`config.mk`:
```
export PLATFORM = sky130hd
export DESIGN_NAME = gated_nearest_track_association_core
export DESIGN_NICKNAME = d
export VERILOG_FILES = /design/src/rtl/core/gnta_pkg.sv /design/src/rtl/core/gnta_ctrl.sv /design/src/rtl/core/gnta_dp.sv /design/src/rtl/core/gated_nearest_track_association_core.sv
export VERILOG_INCLUDE_DIRS = /design/src /design/src/rtl/core
export SDC_FILE = /design/constraint.sdc
export NUM_CORES = 2
export LEC_CHECK = 0
export BUFFER_PORTS_ARGS = -buffer_cell sky130_fd_sc_hd__buf_2
export CORE_ASPECT_RATIO = 1.4
export CORE_MARGIN = 2
export CORE_UTILIZATION = 50
export DETAILED_ROUTE_END_ITERATION = 8
export PLACE_DENSITY = 0.66
export SLEW_MARGIN = 40
export SYNTH_ARGS = -nofsm -noshare
export SYNTH_HDL_FRONTEND = slang
export SYNTH_SLANG_ARGS = --single-unit
```
`constraint.sdc`:
```
create_clock -name clk -period 8.1 [get_ports clk]
set_input_delay 1.62 -clock clk [delete_from_list [all_inputs] [get_ports clk]]
set_output_delay 1.62 -clock clk [all_outputs]
set_load 0.01 [all_outputs]
```
`src/rtl/core/gated_nearest_track_association_core_assert.svh`:
```
// Assertion macros shared by the track association core modules.
// Expects signals named clk and rst in the module that uses them.
`ifndef GATED_NEAREST_TRACK_ASSOCIATION_CORE_ASSERT_SVH
`define GATED_NEAREST_TRACK_ASSOCIATION_CORE_ASSERT_SVH

// Same-cycle implication, checked outside reset.
`define GNTA_ASSERT_IMPL(label, ante, cons, msg) \
  label: assert property (@(posedge clk) disable iff (rst) (ante) |-> (cons)) \
    else $error(msg);

// Next-cycle implication, checked outside reset.
`define GNTA_ASSERT_NEXT(label, ante, cons, msg) \
  label: assert property (@(posedge clk) disable iff (rst) (ante) |=> (cons)) \
    else $error(msg);

`endif

```
`src/rtl/core/gnta_pkg.sv`:
```
// Shared constants and types for the gated nearest track association core.
// No dependencies; used by gnta_ctrl, gnta_dp and the top level.
`timescale 1ns / 1ps

package gnta_pkg;

  localparam int MAX_TRACKS_DEF = 64;
  localparam int COORD_BITS_DEF = 16;

  localparam int CMD_W      = 2;
  localparam int FRAME_W    = 16;
  localparam int ID_W       = 15;
  localparam int POS_W      = 16;
  localparam int TRACK_ID_W = 16;
  localparam int GATE_W     = 33;

  localparam int PADDR_W = 4;
  localparam int PDATA_W = 64;

  localparam logic [GATE_W-1:0] GATE_RESET = GATE_W'(625);
  localparam logic [TRACK_ID_W-1:0] NO_TRACK = '1;

  // Input command codes
  localparam logic [CMD_W-1:0] CMD_START = 2'd0;
  localparam logic [CMD_W-1:0] CMD_LOAD  = 2'd1;
  localparam logic [CMD_W-1:0] CMD_QUERY = 2'd2;

  // Register select: paddr bit 3 picks the 64-bit register slot
  localparam logic REG_GATE = 1'b0;

  typedef struct packed {
    logic clear_frame;
    logic load_track;
    logic start_query;
    logic issue_read;
    logic finish;
  } gnta_cmd_t;

  typedef struct packed {
    logic store_empty;
    logic last_read;
    logic pipe_empty;
    logic out_free;
  } gnta_sts_t;

endpackage

```
`src/rtl/core/gnta_ctrl.sv`:
```
// Controller for the track association core: decodes input commands and
// sequences the track scan. Depends on gnta_pkg and the assertion header.
`timescale 1ns / 1ps
`include "gated_nearest_track_association_core_assert.svh"

module gnta_ctrl (
  input  logic                       clk,
  input  logic                       rst,
  input  logic                       in_valid,
  output logic                       in_ready,
  input  logic [gnta_pkg::CMD_W-1:0] cmd,
  input  gnta_pkg::gnta_sts_t        sts,
  output gnta_pkg::gnta_cmd_t        ctl
);
  import gnta_pkg::*;

  typedef enum logic [1:0] {
    ST_IDLE,
    ST_SCAN,
    ST_DRAIN,
    ST_FINISH
  } state_t;

  state_t state;
  state_t state_next;

  assign in_ready = (state == ST_IDLE);

  always_comb begin
    ctl        = '0;
    state_next = state;
    unique case (state)
      ST_IDLE: begin
        if (in_valid) begin
          unique case (cmd)
            CMD_START: ctl.clear_frame = 1'b1;
            CMD_LOAD:  ctl.load_track  = 1'b1;
            CMD_QUERY: begin
              ctl.start_query = 1'b1;
              state_next      = sts.store_empty ? ST_FINISH : ST_SCAN;
            end
            default: ;
          endcase
        end
      end
      ST_SCAN: begin
        ctl.issue_read = 1'b1;
        if (sts.last_read) begin
          state_next = ST_DRAIN;
        end
      end
      ST_DRAIN: begin
        if (sts.pipe_empty) begin
          state_next = ST_FINISH;
        end
      end
      ST_FINISH: begin
        // hold until the output register can take the result
        if (sts.out_free) begin
          ctl.finish = 1'b1;
          state_next = ST_IDLE;
        end
      end
      default: state_next = ST_IDLE;
    endcase
  end

  always_ff @(posedge clk) begin
    if (rst) begin
      state <= ST_IDLE;
    end else begin
      state <= state_next;
    end
  end

  `GNTA_ASSERT_IMPL(a_finish_needs_drain, ctl.finish, sts.pipe_empty && sts.out_free,
                    "result issued before the scan pipeline drained")
  `GNTA_ASSERT_IMPL(a_no_accept_in_scan, ctl.issue_read, !in_ready && !ctl.start_query,
                    "input accepted while a scan is running")
  `GNTA_ASSERT_NEXT(a_empty_query_skips_scan, ctl.start_query && sts.store_empty,
                    state == ST_FINISH, "query on empty store entered the scan")

endmodule

```
`src/rtl/core/gnta_dp.sv`:
```
// Datapath for the track association core: track store, distance pipeline,
// nearest-track tracking and result register. Depends on gnta_pkg.
`timescale 1ns / 1ps
`include "gated_nearest_track_association_core_assert.svh"

module gnta_dp #(
  parameter int MAX_TRACKS = gnta_pkg::MAX_TRACKS_DEF,
  parameter int COORD_BITS = gnta_pkg::COORD_BITS_DEF
) (
  input  logic                                   clk,
  input  logic                                   rst,
  input  gnta_pkg::gnta_cmd_t                    ctl,
  output gnta_pkg::gnta_sts_t                    sts,
  input  logic [gnta_pkg::FRAME_W-1:0]           frame_number,
  input  logic [gnta_pkg::ID_W-1:0]              item_id,
  input  logic signed [gnta_pkg::POS_W-1:0]      pos_x,
  input  logic signed [gnta_pkg::POS_W-1:0]      pos_y,
  input  logic [gnta_pkg::GATE_W-1:0]            gate,
  input  logic                                   out_ready,
  output logic                                   out_valid,
  output logic [gnta_pkg::ID_W-1:0]              object_id,
  output logic [gnta_pkg::FRAME_W-1:0]           result_frame,
  output logic signed [gnta_pkg::TRACK_ID_W-1:0] track_id,
  output logic [gnta_pkg::GATE_W-1:0]            best_distance,
  output logic                                   store_overflowed
);
  import gnta_pkg::*;

  localparam int CW     = COORD_BITS;
  localparam int AW     = (MAX_TRACKS > 1) ? $clog2(MAX_TRACKS) : 1;
  localparam int CNT_W  = $clog2(MAX_TRACKS + 1);
  localparam int DIST_W = 2 * CW + 1;
  localparam int CMP_W  = (DIST_W > GATE_W) ? DIST_W : GATE_W;
  localparam int ENT_W  = ID_W + 2 * CW;

  // Frame and store control
  logic [CNT_W-1:0]   track_count;
  logic [FRAME_W-1:0] cur_frame;
  logic               ovf;
  logic               full;

  // Scan control
  logic [CNT_W-1:0] rd_cnt;
  logic             v1;
  logic             v2;
  logic             v3;
  logic             found;

  // Track store
  logic [ENT_W-1:0] trk_mem [MAX_TRACKS];
  logic [ENT_W-1:0] rd_data;

  // Query and pipeline payload
  logic [CW-1:0]     in_x;
  logic [CW-1:0]     in_y;
  logic [CW-1:0]     qx;
  logic [CW-1:0]     qy;
  logic [ID_W-1:0]   qid;
  logic [ID_W-1:0]   rd_id;
  logic [CW-1:0]     rd_x;
  logic [CW-1:0]     rd_y;
  logic [CW:0]       diff_x;
  logic [CW:0]       diff_y;
  logic [CW:0]       neg_x;
  logic [CW:0]       neg_y;
  logic [CW-1:0]     abs_x;
  logic [CW-1:0]     abs_y;
  logic [CW-1:0]     s2_dx;
  logic [CW-1:0]     s2_dy;
  logic [ID_W-1:0]   s2_id;
  logic [2*CW-1:0]   sq_x;
  logic [2*CW-1:0]   sq_y;
  logic [2*CW-1:0]   s3_sqx;
  logic [2*CW-1:0]   s3_sqy;
  logic [ID_W-1:0]   s3_id;
  logic [DIST_W-1:0] dist_sum;
  logic              upd;
  logic [DIST_W-1:0] best;
  logic [ID_W-1:0]   best_id;
  logic              in_gate;

  // Low COORD_BITS of the position field, sign taken from the top kept bit
  assign in_x = CW'($unsigned(pos_x));
  assign in_y = CW'($unsigned(pos_y));

  assign full = (track_count == CNT_W'(MAX_TRACKS));

  always_ff @(posedge clk) begin
    if (ctl.load_track && !full) begin
      trk_mem[track_count[AW-1:0]] <= {item_id, in_x, in_y};
    end
    if (ctl.issue_read) begin
      rd_data <= trk_mem[rd_cnt[AW-1:0]];
    end
  end

  // Stage 1: absolute coordinate differences
  assign rd_id  = rd_data[ENT_W-1 -: ID_W];
  assign rd_x   = rd_data[2*CW-1 -: CW];
  assign rd_y   = rd_data[CW-1:0];
  assign diff_x = {qx[CW-1], qx} - {rd_x[CW-1], rd_x};
  assign diff_y = {qy[CW-1], qy} - {rd_y[CW-1], rd_y};
  assign neg_x  = (CW + 1)'(0) - diff_x;
  assign neg_y  = (CW + 1)'(0) - diff_y;
  assign abs_x  = diff_x[CW] ? neg_x[CW-1:0] : diff_x[CW-1:0];
  assign abs_y  = diff_y[CW] ? neg_y[CW-1:0] : diff_y[CW-1:0];

  // Stage 2: squares
  assign sq_x = s2_dx * s2_dx;
  assign sq_y = s2_dy * s2_dy;

  // Stage 3: sum and running minimum, first loaded wins a tie
  assign dist_sum = {1'b0, s3_sqx} + {1'b0, s3_sqy};
  assign upd      = v3 && (!found || (dist_sum < best));

  assign in_gate = (CMP_W'(best) <= CMP_W'(gate));

  always_ff @(posedge clk) begin
    if (rst) begin
      track_count <= '0;
      cur_frame   <= '0;
      ovf         <= 1'b0;
      rd_cnt      <= '0;
      v1          <= 1'b0;
      v2          <= 1'b0;
      v3          <= 1'b0;
      found       <= 1'b0;
      out_valid   <= 1'b0;
    end else begin
      if (ctl.clear_frame) begin
        track_count <= '0;
        ovf         <= 1'b0;
        cur_frame   <= frame_number;
      end
      if (ctl.load_track) begin
        if (full) begin
          ovf <= 1'b1;
        end else begin
          track_count <= track_count + CNT_W'(1);
        end
      end
      if (ctl.start_query) begin
        rd_cnt <= '0;
        found  <= 1'b0;
      end else if (ctl.issue_read) begin
        rd_cnt <= rd_cnt + CNT_W'(1);
      end
      v1 <= ctl.issue_read;
      v2 <= v1;
      v3 <= v2;
      if (upd) begin
        found <= 1'b1;
      end
      if (ctl.finish) begin
        out_valid <= 1'b1;
      end else if (out_ready) begin
        out_valid <= 1'b0;
      end
    end
  end

  always_ff @(posedge clk) begin
    if (ctl.start_query) begin
      qx   <= in_x;
      qy   <= in_y;
      qid  <= item_id;
      best <= '0;
    end
    if (v1) begin
      s2_dx <= abs_x;
      s2_dy <= abs_y;
      s2_id <= rd_id;
    end
    if (v2) begin
      s3_sqx <= sq_x;
      s3_sqy <= sq_y;
      s3_id  <= s2_id;
    end
    if (upd) begin
      best    <= dist_sum;
      best_id <= s3_id;
    end
    if (ctl.finish) begin
      object_id        <= qid;
      result_frame     <= cur_frame;
      track_id         <= (found && in_gate) ? TRACK_ID_W'(best_id) : NO_TRACK;
      best_distance    <= GATE_W'(best);
      store_overflowed <= ovf;
    end
  end

  assign sts.store_empty = (track_count == '0);
  assign sts.last_read   = ((rd_cnt + CNT_W'(1)) == track_count);
  assign sts.pipe_empty  = !v1 && !v2 && !v3;
  assign sts.out_free    = !out_valid || out_ready;

  `GNTA_ASSERT_IMPL(a_read_in_range, ctl.issue_read, rd_cnt < track_count,
                    "scan read past the loaded tracks")
  `GNTA_ASSERT_IMPL(a_query_on_idle_pipe, ctl.start_query, !v1 && !v2 && !v3,
                    "query started with the distance pipeline busy")
  `GNTA_ASSERT_NEXT(a_full_load_dropped, ctl.load_track && full,
                    ovf && $stable(track_count), "load into a full store not dropped")

endmodule

```
`src/rtl/core/gated_nearest_track_association_core.sv`:
```
// Top level of the gated nearest track association core: register port,
// controller and datapath. Depends on gnta_pkg, gnta_ctrl and gnta_dp.
//
//   Channel  Direction  Handshake              Payload
//   in       input      in_valid / in_ready    cmd, frame_number, item_id, pos_x, pos_y
//   out      output     out_valid / out_ready  object_id, result_frame, track_id,
//                                              best_distance, store_overflowed
//   cfg      input      psel/penable/pwrite    paddr, pwdata, prdata (gate register)
//
// A query reads one track per cycle through the single read port of the track
// store, then the distance pipeline drains; on an empty store the scan is skipped.
// Reset is synchronous; the track store needs no clearing pass, only its count resets.
// Input is held off during a scan and while a finished result waits for a full
// output register; start and load transactions pass while a result is pending.
`timescale 1ns / 1ps

module gated_nearest_track_association_core #(
  parameter int MAX_TRACKS = gnta_pkg::MAX_TRACKS_DEF,
  parameter int COORD_BITS = gnta_pkg::COORD_BITS_DEF
) (
  input  logic                                   clk,
  input  logic                                   rst,
  input  logic                                   in_valid,
  output logic                                   in_ready,
  input  logic [gnta_pkg::CMD_W-1:0]             cmd,
  input  logic [gnta_pkg::FRAME_W-1:0]           frame_number,
  input  logic [gnta_pkg::ID_W-1:0]              item_id,
  input  logic signed [gnta_pkg::POS_W-1:0]      pos_x,
  input  logic signed [gnta_pkg::POS_W-1:0]      pos_y,
  output logic                                   out_valid,
  input  logic                                   out_ready,
  output logic [gnta_pkg::ID_W-1:0]              object_id,
  output logic [gnta_pkg::FRAME_W-1:0]           result_frame,
  output logic signed [gnta_pkg::TRACK_ID_W-1:0] track_id,
  output logic [gnta_pkg::GATE_W-1:0]            best_distance,
  output logic                                   store_overflowed,
  input  logic                                   psel,
  input  logic                                   penable,
  input  logic                                   pwrite,
  input  logic [gnta_pkg::PADDR_W-1:0]           paddr,
  input  logic [gnta_pkg::PDATA_W-1:0]           pwdata,
  output logic [gnta_pkg::PDATA_W-1:0]           prdata,
  output logic                                   pready
);
  import gnta_pkg::*;

  logic [GATE_W-1:0] gate;
  gnta_cmd_t         ctl;
  gnta_sts_t         sts;

  assign pready = 1'b1;
  assign prdata = (paddr[3] == REG_GATE) ? PDATA_W'(gate) : '0;

  always_ff @(posedge clk) begin
    if (rst) begin
      gate <= GATE_RESET;
    end else if (psel && penable && pwrite && (paddr[3] == REG_GATE)) begin
      gate <= pwdata[GATE_W-1:0];
    end
  end

  gnta_ctrl u_ctrl (
    .clk      (clk),
    .rst      (rst),
    .in_valid (in_valid),
    .in_ready (in_ready),
    .cmd      (cmd),
    .sts      (sts),
    .ctl      (ctl)
  );

  gnta_dp #(
    .MAX_TRACKS (MAX_TRACKS),
    .COORD_BITS (COORD_BITS)
  ) u_dp (
    .clk              (clk),
    .rst              (rst),
    .ctl              (ctl),
    .sts              (sts),
    .frame_number     (frame_number),
    .item_id          (item_id),
    .pos_x            (pos_x),
    .pos_y            (pos_y),
    .gate             (gate),
    .out_ready        (out_ready),
    .out_valid        (out_valid),
    .object_id        (object_id),
    .result_frame     (result_frame),
    .track_id         (track_id),
    .best_distance    (best_distance),
    .store_overflowed (store_overflowed)
  );

endmodule
```
Word-level counts from Yosys, hierarchy flattened --
Memories as Yosys holds them, arrays and structs flattened. A register that Yosys moved wholly into a read port is not among the register bits. Index checks and enable logic that the tools add are counted.
Word-level totals: flip-flop bits (word level) 373, RAM bits 3008, input bits 140, output and inout bits 148, memories kept 1
Memories:
- u_dp.trk_mem | words 64, bits a word 47, read ports 1, clocked after Yosys merged registers in 1, write ports 1, line gnta_dp.sv:50 | logic [ENT_W-1:0] trk_mem [MAX_TRACKS];
Operators by class: add/subtract/negate cells 7, multiply operators 2, order comparisons 2, eq/ne operators 12, muxes and demuxes 33, bitwise operators 1, reduce and logical (&&, ||, !) cells 23
Operator list (count):
- 33-bit two-way mux | 3
- 16-bit by 16-bit multiplier with 32-bit output | 2
- 16-bit two-way mux | 3
- 16-bit by 16-bit subtractor with 17-bit output | 2
- 32-bit by 32-bit adder with 33-bit output | 1
- 33-bit less-or-equal comparator | 1
- 33-bit less-than comparator | 1
- 1-bit by 16-bit subtractor with 16-bit output, first input constant | 2
- 7-bit two-way mux | 3
- 1-bit two-way mux | 15
- 7-bit by 1-bit adder with 7-bit output, second input constant | 2
- 2-bit two-way mux | 6
- 1-bit logical AND | 8
- 2-bit inequality test, second input constant | 4
- 2-bit case mux with 4 select lines | 1
- 7-bit == test | 1
- 7-bit == test, second input constant | 1
- 7-bit logical NOT | 1
- 2-bit == test, second input constant | 3
- 1-bit logical NOT | 6
- 3-bit two-way mux | 2
- 5-bit AND reduction | 1
- 2-bit by 1-bit == test with 1-bit output, second input constant | 2
- 2-bit logical NOT | 2
- 5 further kinds | 7

Logic depth before layout (Yosys ltp) --
depth after elaboration 7, depth in mapped cells 25

Cells and area by module --
Synthesis repeated with hierarchy kept, for this count alone.
Unflattened totals: cell total of the unflattened synthesis 7626, area, all modules 148508.7 um^2
By module, submodules not included:
- gnta_dp | instances 1, cells each 7386, area an instance 146282.8 um^2
- gated_nearest_track_association_core | instances 1, cells each 214, area an instance 1960.6 um^2
- gnta_ctrl | instances 1, cells each 26, area an instance 265.3 um^2

Worst setup path after synthesis --
OpenSTA, ideal clock, no wires.
path kind register -> register, start register u_dp.s2_dx[9], end register u_dp.s3_sqx[31], data pin, setup time 0.260 ns, data arrival time 6.020 ns, required time 7.840 ns, path slack 1.820 ns, cell stages (with the launch flop) 26, buffers on the path 1, period minus slack after synthesis 6.280 ns, cells stage by stage edfxtp_1 > clkbuf_1 > nand2_1 > inv_1 > fa_1 > inv_1 > fa_1 > inv_1 > fa_1 > inv_1 > fa_1 > inv_1 > fa_1 > inv_1 > fa_1 > inv_1 > ha_1 > and3_1 > nand3_1 > o211a_1 > or4_1 > a31oi_1 > a21oi_1 > o21ai_1 > a21oi_1 > xnor2_1
Between the ends: longest elaborated chain between the ends 1
Ends and longest elaborated chain:
- start: declaration | line gnta_dp.sv:68 | logic [CW-1:0] s2_dx;
- start signal: assignment | line gnta_dp.sv:170 | s2_dx <= abs_x;
- 16-bit by 16-bit multiplier with 32-bit output | line gnta_dp.sv:109 | assign sq_x = s2_dx * s2_dx;
- named net u_dp.sq_x[31] | line gnta_dp.sv:71 | logic [2*CW-1:0] sq_x;
- end signal: assignment | line gnta_dp.sv:175 | s3_sqx <= sq_x;
- end: declaration | line gnta_dp.sv:73 | logic [2*CW-1:0] s3_sqx;
The timed path passes the listed nets, and every way through them passes these cells. A chain may end at the register's enable or synchronous reset.

Worst setup path in the final report --
start register u_dp.s2_dy[3], end register u_dp.s3_sqy[30], data pin
Between the ends: longest elaborated chain between the ends 1
Ends and longest elaborated chain:
- start: declaration | line gnta_dp.sv:69 | logic [CW-1:0] s2_dy;
- start signal: assignment | line gnta_dp.sv:171 | s2_dy <= abs_y;
- 16-bit by 16-bit multiplier with 32-bit output | line gnta_dp.sv:110 | assign sq_y = s2_dy * s2_dy;
- named net u_dp.sq_y[30] | line gnta_dp.sv:72 | logic [2*CW-1:0] sq_y;
- end signal: assignment | line gnta_dp.sv:176 | s3_sqy <= sq_y;
- end: declaration | line gnta_dp.sv:74 | logic [2*CW-1:0] s3_sqy;
The timed path passes the listed nets, and every way through them passes these cells.

==> results.cfg <==
[run_status]
outcome = finished, violations left
violations = design-rule violations

[critical_path]
r2r_slack_ns = 0.96
worstSetupEndpointType = register
crit_chain = nand2_1, inv_1, fa_1, inv_1, fa_1, fa_1, fa_1, inv_1, fa_1, inv_1, fa_1, inv_1, ha_1, nand4_1, nor2_1, a21boi_1, a211oi_1, a211oi_1, o31ai_1, a221oi_1, xnor2_1
reg2reg_depth = 21
cp_max_fo = 12
timing.rr.end = u_dp.s3_sqy[30]$_DFFE_PP_
cp_common_cell = fa_1
r2r-start = u_dp.s2_dy[3]$_DFFE_PP_
crit_slowest_cell = edfxtp_1
crit_required_ns = 8.73
worstPathArrival_ns = 7.77
crit_buf_inv = 5
crit_family = adder cells
cpPeakStageDelay_ns = 0.67
startpoint_type = register
crit_type = reg -> reg

[route]
detail_route.iter0.violations = 9002
wl_per_cell_microns = 32.1
drtPass1Iterations = 9
drt-total-wl_microns = 391000
wl_met3_microns = 29800
ant_nets = 0
vias = 75000
drt-met1-wl_microns = 141000
via_per_inst = 6.16
met2_length_microns = 205000
top_layer_used = met5
drcViolationCount = 2

[layout]
regArea_sq_mm = 0.102
post-route-util = 0.563
area_delta_synth_final_pct = 12.4
drive_above_1_share = 0.238
num-fill-cells = 21900
nets = 8806
multiInputGateArea_sq_mm = 0.0423

[global_route]
antenna_found_initial = 26
grt_overflow = 0
grt_pass1_vias = 76800
gr-usage-all-layers = 0.261
grt_pass1_wl_microns = 556000
grt_max_degree = 131

[hold_path]
whs_path_depth = 0
worstHoldPathType = reg -> reg
hp-start = u_dp.rd_data[43]$_DFFE_PP_
min_to = u_dp.s2_id[11]$_DFFE_PP_

[logic_synthesis]
synth_edf_count = 3355
synth_area_leader_cell = edfxtp_1
async_flop_share = 0
synth.top_cells.by_area = edfxtp_1 (68%), mux4_2 (15%), fa_1 (4.4%)
synth_cells = 7560
synth.top_cell.area_share = 0.683
ys_warn_count = 0
synth.avg_cell_area_sq_um = 19.5
seq_area_frac_synth = 0.693
syn-cell-area_sq_mm = 0.148
synth.distinct_cells = 84
synth_seq_cells = 3426
synth_ff_type = edfxtp_1

[place]
dp_slack_ns = 0.984
post-dp-hpwl_microns = 237000
place.gp.congestion = 0.901
io_buffers = 221

[clock_network]
numCtsBuffers = 321
cts_setup_buffers = 0
clk_pin_slew_worst_paths_ns = 0.06
cts_root_buffer = clkbuf_16
clk_latency_ns = 0.90
htree_levels = 5
ctsResizeCount = 0
postCtsHoldBufs = 0
clock_path_buffers = 4
cts_tree = done
cts_sinks = 3426

[sta]
clock.fmax_mhz = 140
worst-slew-pin-transition_ns = 0.948
post-route-period-util = 0.882
setup_viol = 0
relSlewSlack = 0.368
rsz0062_at_grt = no
fin_tns_setup_ns = 0
worst_slack_ns = 0.955
slew_violations = 0
fin_worst_skew_ns = 0.0648
period_minus_slack_ns = 7.14
hold_viol = 0

[floorplanning]
design.core.area_sq_mm = 0.294
die_area_sq_mm = 0.299
die_height_microns = 647
die_w_microns = 463
start_util = 0.501
io_pins = 288
row_count = 236

[run]
drv_cap = 0
[cell type report]
type                    instances  share of cell area
flip-flops and latches       3426               0.616
diodes                         10            0.000151
repair buffers                429              0.0238
clock buffers                 397              0.0509
well taps                    3927              0.0296
inverters                     618              0.0140
multi-input cells            3203               0.255
clock inverters               169              0.0100
[synthesized netlist by cell type, drive strengths merged, types with 8 or more instances]
library cell  count
a211o             9
a211oi           23
a21o             78
a21oi           168
a221oi            8
a31oi            12
and2             77
and3             16
buf             117
clkbuf          226
dfxtp            71
edfxtp         3355
fa              326
ha              341
inv             618
mux2             18
mux2i            16
mux4            973
nand2           317
nand2b           31
nand3            28
nand4            29
nor2            240
nor2b            56
nor3             27
o211ai            9
o21a             15
o21ai            65
o21bai           21
o31ai             8
or2              12
or3              12
xnor2           101
xor2             61
[how the worst max path moves through the flow]
stage	to	cells after the start	slack (ns)	startpoint
after CTS	u_dp.s3_sqy[30]$_DFFE_PP_	21	0.94	u_dp.s2_dy[3]$_DFFE_PP_
final	u_dp.s3_sqy[30]$_DFFE_PP_	21	0.96	u_dp.s2_dy[3]$_DFFE_PP_
after global placement	u_dp.s3_sqy[30]$_DFFE_PP_	21	1.05	u_dp.s2_dy[3]$_DFFE_PP_
after detailed placement	u_dp.s3_sqy[30]$_DFFE_PP_	21	0.98	u_dp.s2_dy[3]$_DFFE_PP_
after floorplan	u_dp.s3_sqx[31]$_DFFE_PP_	25	1.82	u_dp.s2_dx[9]$_DFFE_PP_
after global routing	u_dp.s3_sqy[30]$_DFFE_PP_	21	0.46	u_dp.s2_dy[3]$_DFFE_PP_
[placed cells by master, fill, tap and decap left out, types with 20 or more instances in the layout]
master        n
buf_16       22
clkbuf_16   327
conb_1       32
nor3_1       26
o21ai_0      37
buf_4       151
clkbuf_1     70
o21ai_1      28
nand2b_1     31
nand4_1      28
a211oi_1     22
edfxtp_1   3355
clkinv_2     46
xor2_1       60
bufinv_16    27
mux4_2      973
and2_1       77
nor2b_1      54
ha_1        340
nand2_1     317
buf_2       179
o21bai_1     20
nor2_1      175
xnor2_1      99
nor2_4       64
inv_1       617
a21o_1       78
clkinv_1     68
buf_12       43
a21oi_1     167
nand3_1      25
buf_8        20
fa_1        326
dfxtp_1      63
[through the flow]
| stage | hold slack (ns) | cell area [sq um] | instances |
|---|---|---|---|
| 2_1_floorplan | 0.400 | 148000 | 7590 |
| 6_report | 0.391 | 166000 | 12200 |
| 3_5_place_dp | 0.405 | 156000 | 11600 |
| 5_1_grt | 0.391 | 166000 | 12200 |
| 3_3_place_gp | 0.400 | 154000 | 11600 |
| 4_1_cts | 0.388 | 166000 | 12200 |
[state kept, by name, indices dropped and copies added (netlist names), 16 cells and up]
signal and count:
u_dp.track_id 16, u_dp.best 33, u_dp.rd_data 47, u_dp.cur_frame 16, u_dp.s2_dx 16, u_dp.s2_dy 16
u_dp.qy 16, u_dp.trk_mem 3008, u_dp.s3_sqy 31, u_dp.qx 16, u_dp.best_distance 33, gate 33
u_dp.s3_sqx 31, u_dp.result_frame 16
[cell families after synthesis]
family / synth area share
mux: 0.151
fa+ha+maj: 0.0732
simple gates: 0.0275
other cells: 0.0000509
flops: 0.693
xor+xnor: 0.0100
buf+inv: 0.0254
compound gates: 0.0203
[layer usage]
metal  vias up  global-route usage
li1      30500                   -
met1     40200               0.327
met2      3500               0.460
met3       743              0.0401
met4        18              0.0940
met5         -                   0
Power is left out: the tool's default activity adds up to more than one toggle a clock period on the data nets, which glitch-free logic cannot reach.
